File: src/hw/rtl/assert_macros.svh
// Assertion macros used by the evaluator top level for its checks.
`ifndef ASSERT_MACROS_SVH
`define ASSERT_MACROS_SVH

// Same-cycle implication, masked while reset is asserted.
`define ASSERT_IMPLIES(label, clk, rst_n, ante, cons, msg) \
    label: assert property (@(posedge clk) disable iff (!rst_n) (ante) |-> (cons)) \
        else $error(msg);

// Next-cycle implication, masked while reset is asserted.
`define ASSERT_NEXT(label, clk, rst_n, ante, cons, msg) \
    label: assert property (@(posedge clk) disable iff (!rst_n) (ante) |=> (cons)) \
        else $error(msg);

`endif

File: src/hw/rtl/rpn_pkg.sv
// Shared constants and codes for the postfix stack evaluator.
`default_nettype none

package rpn_pkg;

    // Stack geometry and number format
    localparam int STACK_DEPTH = 64;
    localparam int VALUE_WIDTH = 32;
    localparam int FRAC_BITS   = 16;
    localparam int ADDR_W      = $clog2(STACK_DEPTH);
    localparam int DEPTH_W     = $clog2(STACK_DEPTH + 1);

    // Quotient magnitude width and divider stepping (two bits per cycle)
    localparam int QUO_W       = VALUE_WIDTH + FRAC_BITS;
    localparam int DIV_STEPS   = QUO_W / 2;
    localparam int DIV_CNT_W   = $clog2(DIV_STEPS);

    // Stream word layout
    localparam int IN_USER_W   = 3;
    localparam int OUT_USER_W  = 3;
    localparam int OUT_DATA_W  = ((VALUE_WIDTH + DEPTH_W + 7) / 8) * 8;
    localparam int OUT_PAD_W   = OUT_DATA_W - VALUE_WIDTH - DEPTH_W;

    // Token kinds
    typedef enum logic [2:0] {
        ACT_PUSH = 3'd0,
        ACT_ADD  = 3'd1,
        ACT_SUB  = 3'd2,
        ACT_MUL  = 3'd3,
        ACT_DIV  = 3'd4
    } t_action;

    // Result status codes
    typedef enum logic [1:0] {
        ST_OK        = 2'd0,
        ST_UNDERFLOW = 2'd1,
        ST_FULL      = 2'd2,
        ST_DIV_ZERO  = 2'd3
    } t_status;

endpackage

`default_nettype wire

File: src/hw/rtl/rpn_div.sv
// Unsigned restoring divider for fixed-point quotients, two bits per cycle.
`default_nettype none

module rpn_div (
    input  wire logic                            i_clk,
    input  wire logic                            i_rst_n,
    input  wire logic                            i_start,
    input  wire logic [rpn_pkg::VALUE_WIDTH-1:0] i_dividend,
    input  wire logic [rpn_pkg::VALUE_WIDTH-1:0] i_divisor,
    output logic                                 o_done,
    output logic [rpn_pkg::QUO_W-1:0]            o_quotient
);

    localparam int VW = rpn_pkg::VALUE_WIDTH;
    localparam int QW = rpn_pkg::QUO_W;
    localparam int CW = rpn_pkg::DIV_CNT_W;
    localparam logic [CW-1:0] LAST_STEP = CW'(rpn_pkg::DIV_STEPS - 1);

    logic          r_busy;
    logic          r_done;
    logic [CW-1:0] r_cnt;
    logic [QW-1:0] r_num;   // numerator bits leave at the top, quotient bits enter at the bottom
    logic [VW-1:0] r_rem;
    logic [VW-1:0] r_den;

    logic [VW:0]   t1, t2, rem1, rem2;
    logic          ge1, ge2;

    // Two dependent shift-subtract steps
    always_comb begin
        t1   = {r_rem, r_num[QW-1]};
        ge1  = (t1 >= {1'b0, r_den});
        rem1 = ge1 ? (t1 - {1'b0, r_den}) : t1;
        t2   = {rem1[VW-1:0], r_num[QW-2]};
        ge2  = (t2 >= {1'b0, r_den});
        rem2 = ge2 ? (t2 - {1'b0, r_den}) : t2;
    end

    // Control
    always_ff @(posedge i_clk) begin
        if (!i_rst_n) begin
            r_busy <= 1'b0;
            r_done <= 1'b0;
            r_cnt  <= '0;
        end else begin
            r_done <= 1'b0;
            if (i_start) begin
                r_busy <= 1'b1;
                r_cnt  <= '0;
            end else if (r_busy) begin
                r_cnt <= r_cnt + CW'(1);
                if (r_cnt == LAST_STEP) begin
                    r_busy <= 1'b0;
                    r_done <= 1'b1;
                end
            end
        end
    end

    // Datapath
    always_ff @(posedge i_clk) begin
        if (i_start) begin
            r_num <= {i_dividend, {rpn_pkg::FRAC_BITS{1'b0}}};
            r_rem <= '0;
            r_den <= i_divisor;
        end else if (r_busy) begin
            r_num <= {r_num[QW-3:0], ge1, ge2};
            r_rem <= rem2[VW-1:0];
        end
    end

    assign o_done     = r_done;
    assign o_quotient = r_num;

endmodule

`default_nettype wire

File: config.mk
export PLATFORM = sky130hd
export DESIGN_NAME = rpn_div
export DESIGN_NICKNAME = d
export VERILOG_FILES = /design/src/hw/rtl/assert_macros.svh /design/src/hw/rtl/rpn_pkg.sv /design/src/hw/rtl/rpn_div.sv
export SDC_FILE = /design/constraint.sdc
export NUM_CORES = 1
export LEC_CHECK = 0
export BUFFER_PORTS_ARGS = -buffer_cell sky130_fd_sc_hd__buf_2
export CORE_UTILIZATION = 44
export DETAILED_ROUTE_END_ITERATION = 16
export SLEW_MARGIN = 5
export SYNTH_ARGS = -nofsm -noshare
export SYNTH_HDL_FRONTEND = slang
export SYNTH_SLANG_ARGS = --single-unit
File: constraint.sdc
create_clock -name i_clk -period 8 [get_ports i_clk]
set_clock_uncertainty 0.1 [all_clocks]
set_input_delay 0.4 -clock i_clk [delete_from_list [all_inputs] [get_ports i_clk]]
set_output_delay 0.4 -clock i_clk [all_outputs]
set_load 0.005 [all_outputs]
### Yosys cells after proc, flatten, opt, wreduce, memory -nomap -nowiden

Index checks and enable logic that the tools add are counted.

| word-level totals | value |
|---|---|
| register bits | 119 |
| memories kept | 0 |
| input port bits | 67 |
| output and inout bits | 49 |
| word-level logic and storage cells | 26 |
| memory bits (writable) | 0 |
| bits in latches | 0 |
| ROM bits | 0 |

| operators by class | value |
|---|---|
| reductions and logical operators | 3 |
| bitwise logic cells | 2 |
| equality and inequality tests | 1 |
| shift operators | 0 |
| mux-type cells | 8 |
| $lt $le $gt $ge | 2 |
| add/subtract/negate cells | 3 |
| div/mod/pow operators | 0 |
| $mul | 0 |

Operators with widths:

| cell | count |
|---|---|
| $mux 48 | 2 |
| $ge 33x32->1 | 2 |
| $mux 32 | 2 |
| $sub 32x32->32 | 2 |
| $add 5x1->5 const B | 1 |
| $eq 5x5->1 const B | 1 |
| $mux 1 | 4 |
| $reduce_or 3->1 | 1 |
| $not 1->1 | 2 |
| $reduce_bool 2->1 | 1 |
| $reduce_or 2->1 | 1 |

### Longest topological paths before layout

Gate-level depths: netlist of run 1.

| depth | value |
|---|---|
| depth after elaboration | 5 |
| gate-level depth with buffers | 25 |
| gate-level depth less buffers | 22 |

### Worst setup path after synthesis of run 1

OpenSTA, ideal clock, no wires.

| timing path | value |
|---|---|
| path kind | flip-flop to flip-flop |
| start | register r_den[23] |
| end | register r_rem[12] |
| stages on the path, launching flop included | 26 |
| clock period less this slack | 5.278 ns |
| arrival time | 5.056 ns |
| slack | 2.722 ns |
| path buffers | 6 |
| cell sequence | edfxtp_1 inv_1 ha_1 buf_2 nand3_1 or4_1 nor3b_1 o21ai_1 o211a_2 and2_1 buf_2 clkbuf_1 a21o_1 ha_1 buf_2 nand2_1 or3b_1 a22oi_1 o22ai_1 a211oi_1 a31o_2 a21o_1 buf_2 nor2_4 buf_4 a311o_1 |

| on the way | value |
|---|---|
| longest elaborated chain between the ends | 4 |

Ends and longest elaborated chain:

| element | line | source |
|---|---|---|
| start: declaration | rpn_div.sv:24 | `logic [VW-1:0] r_den;` |
| start signal: assignment | rpn_div.sv:65 | `r_den <= i_divisor;` |
| $ge 33x32->1 or $sub 32x32->32 (tied branches) | rpn_div.sv:32, rpn_div.sv:33 |  |
| $mux 32 | rpn_div.sv:33 | `rem1 = ge1 ? (t1 - {1'b0, r_den}) : t1;` |
| $sub 32x32->32 or $ge 33x32->1 (tied branches) | rpn_div.sv:36, rpn_div.sv:35 |  |
| $mux 32 (*) | rpn_div.sv:36 | `rem2 = ge2 ? (t2 - {1'b0, r_den}) : t2;` |
| end signal: assignment | rpn_div.sv:68 | `r_rem <= rem2[VW-1:0];` |
| end: declaration | rpn_div.sv:23 | `logic [VW-1:0] r_rem;` |

Every way passes the cells marked *; elsewhere a longest branch is shown, timed or not.
A chain may end at the register's enable or synchronous reset.

### Final worst setup path of run 1

| timing path | value |
|---|---|
| start | register r_den[6] |
| end | register r_rem[12] |

| on the way | value |
|---|---|
| longest elaborated chain between the ends | 4 |

Ends and longest elaborated chain:

| element | line |
|---|---|
| $sub 32x32->32 or $ge 33x32->1 (tied branches) | rpn_div.sv:33, rpn_div.sv:32 |
| $mux 32 | rpn_div.sv:33 |
| $sub 32x32->32 or $ge 33x32->1 (tied branches) | rpn_div.sv:36, rpn_div.sv:35 |
| $mux 32 (*) | rpn_div.sv:36 |

Marks and branches as above.

==> flow_summary_export.csv, run 1 <==
group,metric,value,unit
outcome,status,"completed",
floorplanning,initial_core_util,44.9,%
finish,area.sequential,3020,µm²
clock_tree,clk_latency,0.43,ns
routing,antenna_left,0,
hold_path,hp-class,"input port to register",
global_route,antenna_found_initial,0,
power,p_leak,4.36,nW
clock_tree,clockBufferDepth,2,
yosys,yosysSeqAreaShare,34.6,%
global_route,grt_pass1_vias,7564,
clock_tree,cts_hold_buf,0,
routing,dr.first_iter.drc_count,693,
placement,post-dp-hpwl,18.9,mm
power,power_density,407,nW/µm²
placement,place_area,9510,µm²
routing,drt_wl_total,26.3,mm
finish,fillers,1874,
critical_path,crit_path_max_fanout,18,
clock_tree,htree_levels,4,
yosys,synth_area,8740,µm²
routing,vias_per_cell,6.01,
sta,final_hold_viol_count,0,
critical_path,cp-start-kind,"register",
clock_tree,cts.repair.resized,0,
routing,drc,0,
global_route,grt_usage,26.3,%
clock_tree,cts_tree,"yes",
floorplanning,die_h,143,µm
critical_path,r2r_cells,20,
placement,port_buffers,115,
critical_path,worstPathCellList,"inv_1 -> ha_1 -> a211oi_2 -> o21bai_2 -> o41ai_4 -> o211ai_2 -> nand4_1 -> and2_1 -> a31oi_1 -> a21o_1 -> ha_1 -> nand2_1 -> or3b_1 -> a22oi_1 -> o22ai_1 -> a211oi_1 -> a31o_2 -> a21o_1 -> nor2_4 -> a311o_1",
yosys,synth_area_leader_cell,"edfxtp_1",
yosys,ys_types,80,
yosys,ys.flop_type,"edfxtp_1",
sta,finalSetupTns,0,ns
hold_path,min_to,"r_den[27]",
clock_tree,cts-buffers-inserted,17,
yosys,ys_ff_latch,119,
critical_path,worst_setup_path_end_kind,"register",
yosys,synth_warnings,0,
sta,finalSetupViolations,0,
critical_path,arrival,7.08,ns
global_route,overflow,0,
sta,period_minus_slack,6.87,ns
floorplanning,die_width,143,µm
critical_path,cp_slowest_cell,"and2_1",
global_route,grt_max_degree,77,
critical_path,critPathKind,"register to register",
hold_path,hold_path.startpoint,"i_divisor[27]",
finish,final_nets,1212,
clock_tree,cts_setup_buffers,0,
critical_path,cp_slowest_stage_delay,0.67,ns
clock_tree,path_clk_slew,0.06,ns
finish,syn_to_final_growth,15.5,%
sta,slew_violations,0,
hold_path,whs_path_depth,1,
yosys,synth_nets,1117,
yosys,synthTopCellsByCount,"nor2_1, nand2_1, a21oi_1",
floorplanning,pin_count,116,
placement,gp_congestion,0.921,
yosys,synth_top_area_share,22.0,%
yosys,syn_inst,983,
sta,hold_slack,0.0455,ns
floorplanning,placementRows,51,
critical_path,rr_startpoint,"r_den[6]",
sta,rsz0062_at_grt,"no",
floorplanning,core_area,19500,µm²
finish,final_cell_area,10100,µm²
flow_run,drv_cap,0,
sta,fmax,0.145,GHz
yosys,synth_edf_count,64,
routing,routed-via-count,8145,
finish,drive_gt1_share,17.2,%
routing,first_pass_iters,5,
finish,multi_input_area,5310,µm²
routing,wl_per_cell,19.4,µm
yosys,synthArstFlopShare,0,%
clock_tree,cts_num_sinks,119,
yosys,synth_most_common_cell,"nor2_1",
yosys,synth.area.top_cells,"edfxtp_1, dfxtp_1, ha_1",
power,vdd_drop_max,0.200,mV
sta,finalCritPeriodShare,85.9,%
clock_tree,cts_root_buf,"clkbuf_16",
critical_path,regToRegEndpoint,"r_rem[12]",
critical_path,required,8.21,ns
sta,worst_pin_slew,1.13,ns
finish,diodes,0,
global_route,grt_first_pass_wirelength,41.0,mm
sta,relSlewSlack,24.4,%
yosys,syn_area_per_cell,8.89,µm²
floorplanning,die_area,20400,µm²
critical_path,r2r_slack,1.13,ns
## worst max-delay path by stage
stage	to	startpoint	depth (start not counted)
after global placement	r_rem[1]	r_den[6]	20
after floorplan	r_rem[12]	r_den[23]	25
after CTS	r_rem[21]	r_den[6]	20
final	r_rem[12]	r_den[6]	20
after detailed placement	r_rem[1]	r_den[6]	19
after global routing	r_rem[21]	r_den[6]	20
## area by class of cell
class / count / share of cell area (%)
multi-input combinational: 763 / 52.6
clock buffer: 17 / 4.21
timing repair buffer: 124 / 6.39
inverter: 53 / 1.97
clock inverter: 15 / 1.55
tap: 265 / 3.28
sequential: 119 / 30.0
## routing by layer
metal / wire, µm / up-vias / part of all wire (%) / track usage (%)
li1: - / 3915 / - / -
met1: 12000 / 3802 / 46 / 36.4
met2: 11500 / 366 / 44 / 39.6
met3: 1960 / 62 / 7.5 / 4.80
met4: 841 / 0 / 3.2 / 11.7
met5: 0 / - / 0 / 0
## sequential cells by signal, summed over array words and instances, names as in the netlist
register    count
r_cnt           5
r_rem          32
o_done          1
r_den          32
o_quotient     48
r_busy          1
## worst max-delay path: cells and delay by family, from the launching register on
family / cells / cell delay [ns]
flip-flops: 1 / 0.35
AND/OR/NAND/NOR: 5 / 1.88
AO/OA/AOI/OAI: 12 / 3.62
adder cells (fa/ha/maj): 2 / 0.72
buffers and inverters: 1 / 0.08
## layout by cell type (no fill, tap or decap), types with 6 or more instances in the layout
cell type	Yosys	routed
a211o_1	9	9
a211oi_1	20	20
a21o_1	23	23
a21oi_1	68	68
a22o_1	31	31
a311o_1	6	6
a311oi_1	8	8
a31oi_1	14	14
and2_1	9	9
and3_1	13	13
buf_2	12	114
buf_4	3	10
clkbuf_16	0	17
dfxtp_1	55	54
edfxtp_1	64	64
ha_1	65	65
inv_1	53	53
mux2_2	10	10
mux2i_1	19	19
nand2_1	72	72
nand2b_1	8	8
nand3_1	30	30
nand4_1	19	19
nor2_1	90	89
nor2b_1	7	7
nor3_1	18	18
o211ai_1	14	14
o21a_1	14	14
o21ai_0	48	48
o21ai_1	6	6
o221ai_1	7	7
o31ai_1	6	6
xnor2_1	28	28
xor2_1	21	21
## logic make-up after synthesis
| kind of cell | synth area share (%) |
|---|---|
| xor+xnor | 4.91 |
| fa+ha+maj | 9.76 |
| flops | 34.6 |
| mux | 3.46 |
| buf+inv | 4.74 |
| simple gates | 16.3 |
| compound gates | 26.3 |
## where the power goes
group / switching [mW] / total [mW] / internal, mW
registers: 0.0719 / 0.812 / 0.740
logic: 1.57 / 2.52 / 0.956
clock network: 0.335 / 0.776 / 0.440
## per-stage QoR
step / power, mW / util (%) / setup WS [ns] / instances
global route: 4.39 / 51.9 / 0.556 / 1356
global placement: 3.29 / 48.9 / 1.43 / 1324
finish: 4.11 / 51.9 / 1.13 / 1356
detailed placement: 3.28 / 48.9 / 1.26 / 1324
floorplan: 2.67 / - / 2.72 / 983
CTS: 4.07 / 51.9 / 1.21 / 1356
Note: power is estimated with default switching activity, not from simulation.
==> inputs of run 2 (changes only) <==
--- a/config.mk
+++ b/config.mk
@@ -5,9 +5,11 @@
 export SDC_FILE = /design/constraint.sdc
 export NUM_CORES = 1
 export LEC_CHECK = 0
+export ABC_AREA = 1
 export BUFFER_PORTS_ARGS = -buffer_cell sky130_fd_sc_hd__buf_2
 export CORE_UTILIZATION = 44
 export DETAILED_ROUTE_END_ITERATION = 16
+export REMOVE_ABC_BUFFERS = 1
 export SLEW_MARGIN = 5
 export SYNTH_ARGS = -nofsm -noshare
 export SYNTH_HDL_FRONTEND = slang
==> flow_summary_export.csv, run 2 <==
group,metric,value,unit
finish,final_cells,1659,
placement,gp_congestion,0.983,
placement,dp_cells,1627,
floorplanning,die_area,22000,µm²
finish,layout_commonest_cell,"nand2_1",
finish,largest_reg_flops,48,
global_route,grtUsageMet1,38.1,%
yosys,ys_ff_latch,119,
routing,antenna_left,0,
routing,dr.first_iter.drc_count,790,
finish,final_nets,1505,
yosys,ys_types,47,
clock_tree,cts_root_buf,"clkbuf_16",
clock_tree,clockBufferDepth,2,
global_route,met3_usage,5.61,%
finish,syn_to_final_growth,14.3,%
yosys,synth_top_area_share,20.4,%
sta,fmax,0.196,GHz
yosys,synth_most_common_cell,"nand2_1",
clock_tree,cts_tree,"yes",
routing,drc,0,
power,combPwrFrac,15.8,%
routing,routed-via-count,8910,
finish,final_cell_mix,"nand2_1, inv_1, buf_2, nor2_1, nand3_1",
sta,slew_violations,0,
floorplanning,pin_count,116,
yosys,syn_inst,1262,
clock_tree,clk_latency,0.43,ns
yosys,synth_area_leader_cell,"edfxtp_1",
routing,drt_wl_total,29.2,mm
routing,wl_per_cell,17.6,µm
power,p_leak,5.26,nW
finish,diodes,0,
placement,place_area,10200,µm²
clock_tree,htree_levels,4,
power,p_switching,0.550,mW
floorplanning,initial_core_util,44.8,%
critical_path,crit_path_max_fanout,36,
floorplanning,die_width,148,µm
floorplanning,die_h,148,µm
yosys,synthTopCellsByCount,"nand2_1, inv_1, nor2_1",
yosys,synth.area.top_cells,"edfxtp_1, nand2_1, dfxtp_1",
critical_path,worst_setup_path_end_kind,"register",
sta,finalSetupViolations,0,
sta,finalCritPeriodShare,63.6,%
finish,drive_gt1_share,18.9,%
finish,fin_util,51.2,%
hold_path,hp-class,"input port to register",
power,vdd_drop_max,0.138,mV
clock_tree,cts_hold_buf,0,
global_route,grt_pass1_vias,8660,
clock_tree,cts-buffers-inserted,17,
global_route,overflow,0,
floorplanning,placementRows,53,
clock_tree,cts_setup_buffers,0,
power,seqPwrFrac,39.9,%
sta,period_minus_slack,5.09,ns
routing,vias_per_cell,5.37,
flow_run,drv_cap,0,
floorplanning,core_area,21000,µm²
placement,post-dp-hpwl,22.7,mm
yosys,ys.flop_type,"edfxtp_1",
power,p_clk_share,44.2,%
routing,first_pass_iters,6,
global_route,grt_max_degree,67,
yosys,syn_area_per_cell,7.46,µm²
sta,hold_slack,0.0365,ns
critical_path,critPathKind,"register to register",
clock_tree,path_clk_slew,0.07,ns
sta,finalSetupTns,0,ns
global_route,grt_first_pass_wirelength,46.2,mm
sta,relSlewSlack,37.2,%
outcome,status,"completed",
sta,worst_pin_slew,0.941,ns
power,power_density,162,nW/µm²
critical_path,cp-start-kind,"register",
global_route,gr-usage-met2,41.9,%
yosys,synth_warnings,0,
sta,rsz0062_at_grt,"no",
critical_path,arrival,5.35,ns
yosys,synth_area,9420,µm²
placement,port_buffers,115,
critical_path,required,8.26,ns
power,p_int,1.19,mW
global_route,antenna_found_initial,0,
yosys,synth_edf_count,64,
global_route,grt_busiest_layer,"met2",
yosys,yosysSeqAreaShare,32.1,%
sta,final_hold_viol_count,0,
clock_tree,cts_num_sinks,119,
power,swShare,31.6,%
clock_tree,cts.repair.resized,0,
yosys,synthArstFlopShare,0,%
global_route,grt_usage,27.5,%
finish,final_cell_area,10800,µm²
## run 2: power by group through the flow
stage | registers (mW) | logic [mW] | clock network, mW
6_report | 0.695 | 0.275 | 0.770
5_1_grt | 0.698 | 0.302 | 0.805
4_1_cts | 0.695 | 0.272 | 0.783
3_5_place_dp | 0.707 | 0.271 | 0
3_3_place_gp | 0.708 | 0.270 | 0
2_1_floorplan | 0.706 | 0.171 | 0
## run 2: worst paths after layout
check	to	cells after the start	from	slack [ns]
worst max-delay path	r_rem[4]	24	r_den[22]	2.91
worst min-delay path	r_den[22]	1	i_divisor[22]	0.04
worst max register to register	r_rem[4]	24	r_den[22]	2.91
worst min register to register	o_quotient[3]	2	o_quotient[1]	0.39
## run 2: cells by family after synthesis
kind of cell / count (synthesis) / synth area share [%]
buffers and inverters: 201 / 8.99
adders and majority gates: 67 / 9.06
and+or+nand+nor: 631 / 32.3
xor gates and xnor gates: 49 / 4.56
AOI/OAI and AO/OA: 195 / 13.0
DFF: 119 / 32.1
## run 2: routing by layer
metal / share of wire [%] / wire length (µm)
met1: 48 / 13900
met2: 42 / 12400
met3: 7.1 / 2060
met4: 2.9 / 852
met5: 0 / 0
## run 2: area by class of cell
cell class	count	area, µm²
Fill cell	2111	10300
Multi-Input combinational cell	942	5560
Sequential cell	119	3020
Inverter	170	638
Timing Repair Buffer	121	621
Clock buffer	17	425
Tap cell	275	344
Clock inverter	15	155
## run 2: critical path: stages, from the launching register on
cell and delay, ns:
edfxtp_1 0.36, inv_1 0.15, ha_1 0.31, nand2_1 0.14, nand2_1 0.09, nand2_1 0.06, nand2_1 0.08, clkinv_1 0.07
nand2_1 0.08, a21oi_2 0.14, nand4_2 0.12, inv_2 0.52, o21ai_0 0.33, ha_1 0.42, a21oi_1 0.23, o21ai_0 0.19
a21oi_1 0.15, nand2_1 0.13, nand3_1 0.09, nand2_1 0.07, nand2_1 0.15, inv_1 0.13, nor2_8 0.63, nand3_2 0.15
nand3_2 0.09
## run 2: per-stage QoR
step                      power (mW)  setup slack, ns
after floorplan                0.877             1.45
after global placement         0.978             3.02
after detailed placement       0.978             3.03
after CTS                       1.75             2.99
after global routing            1.81             2.49
final                           1.74             2.91
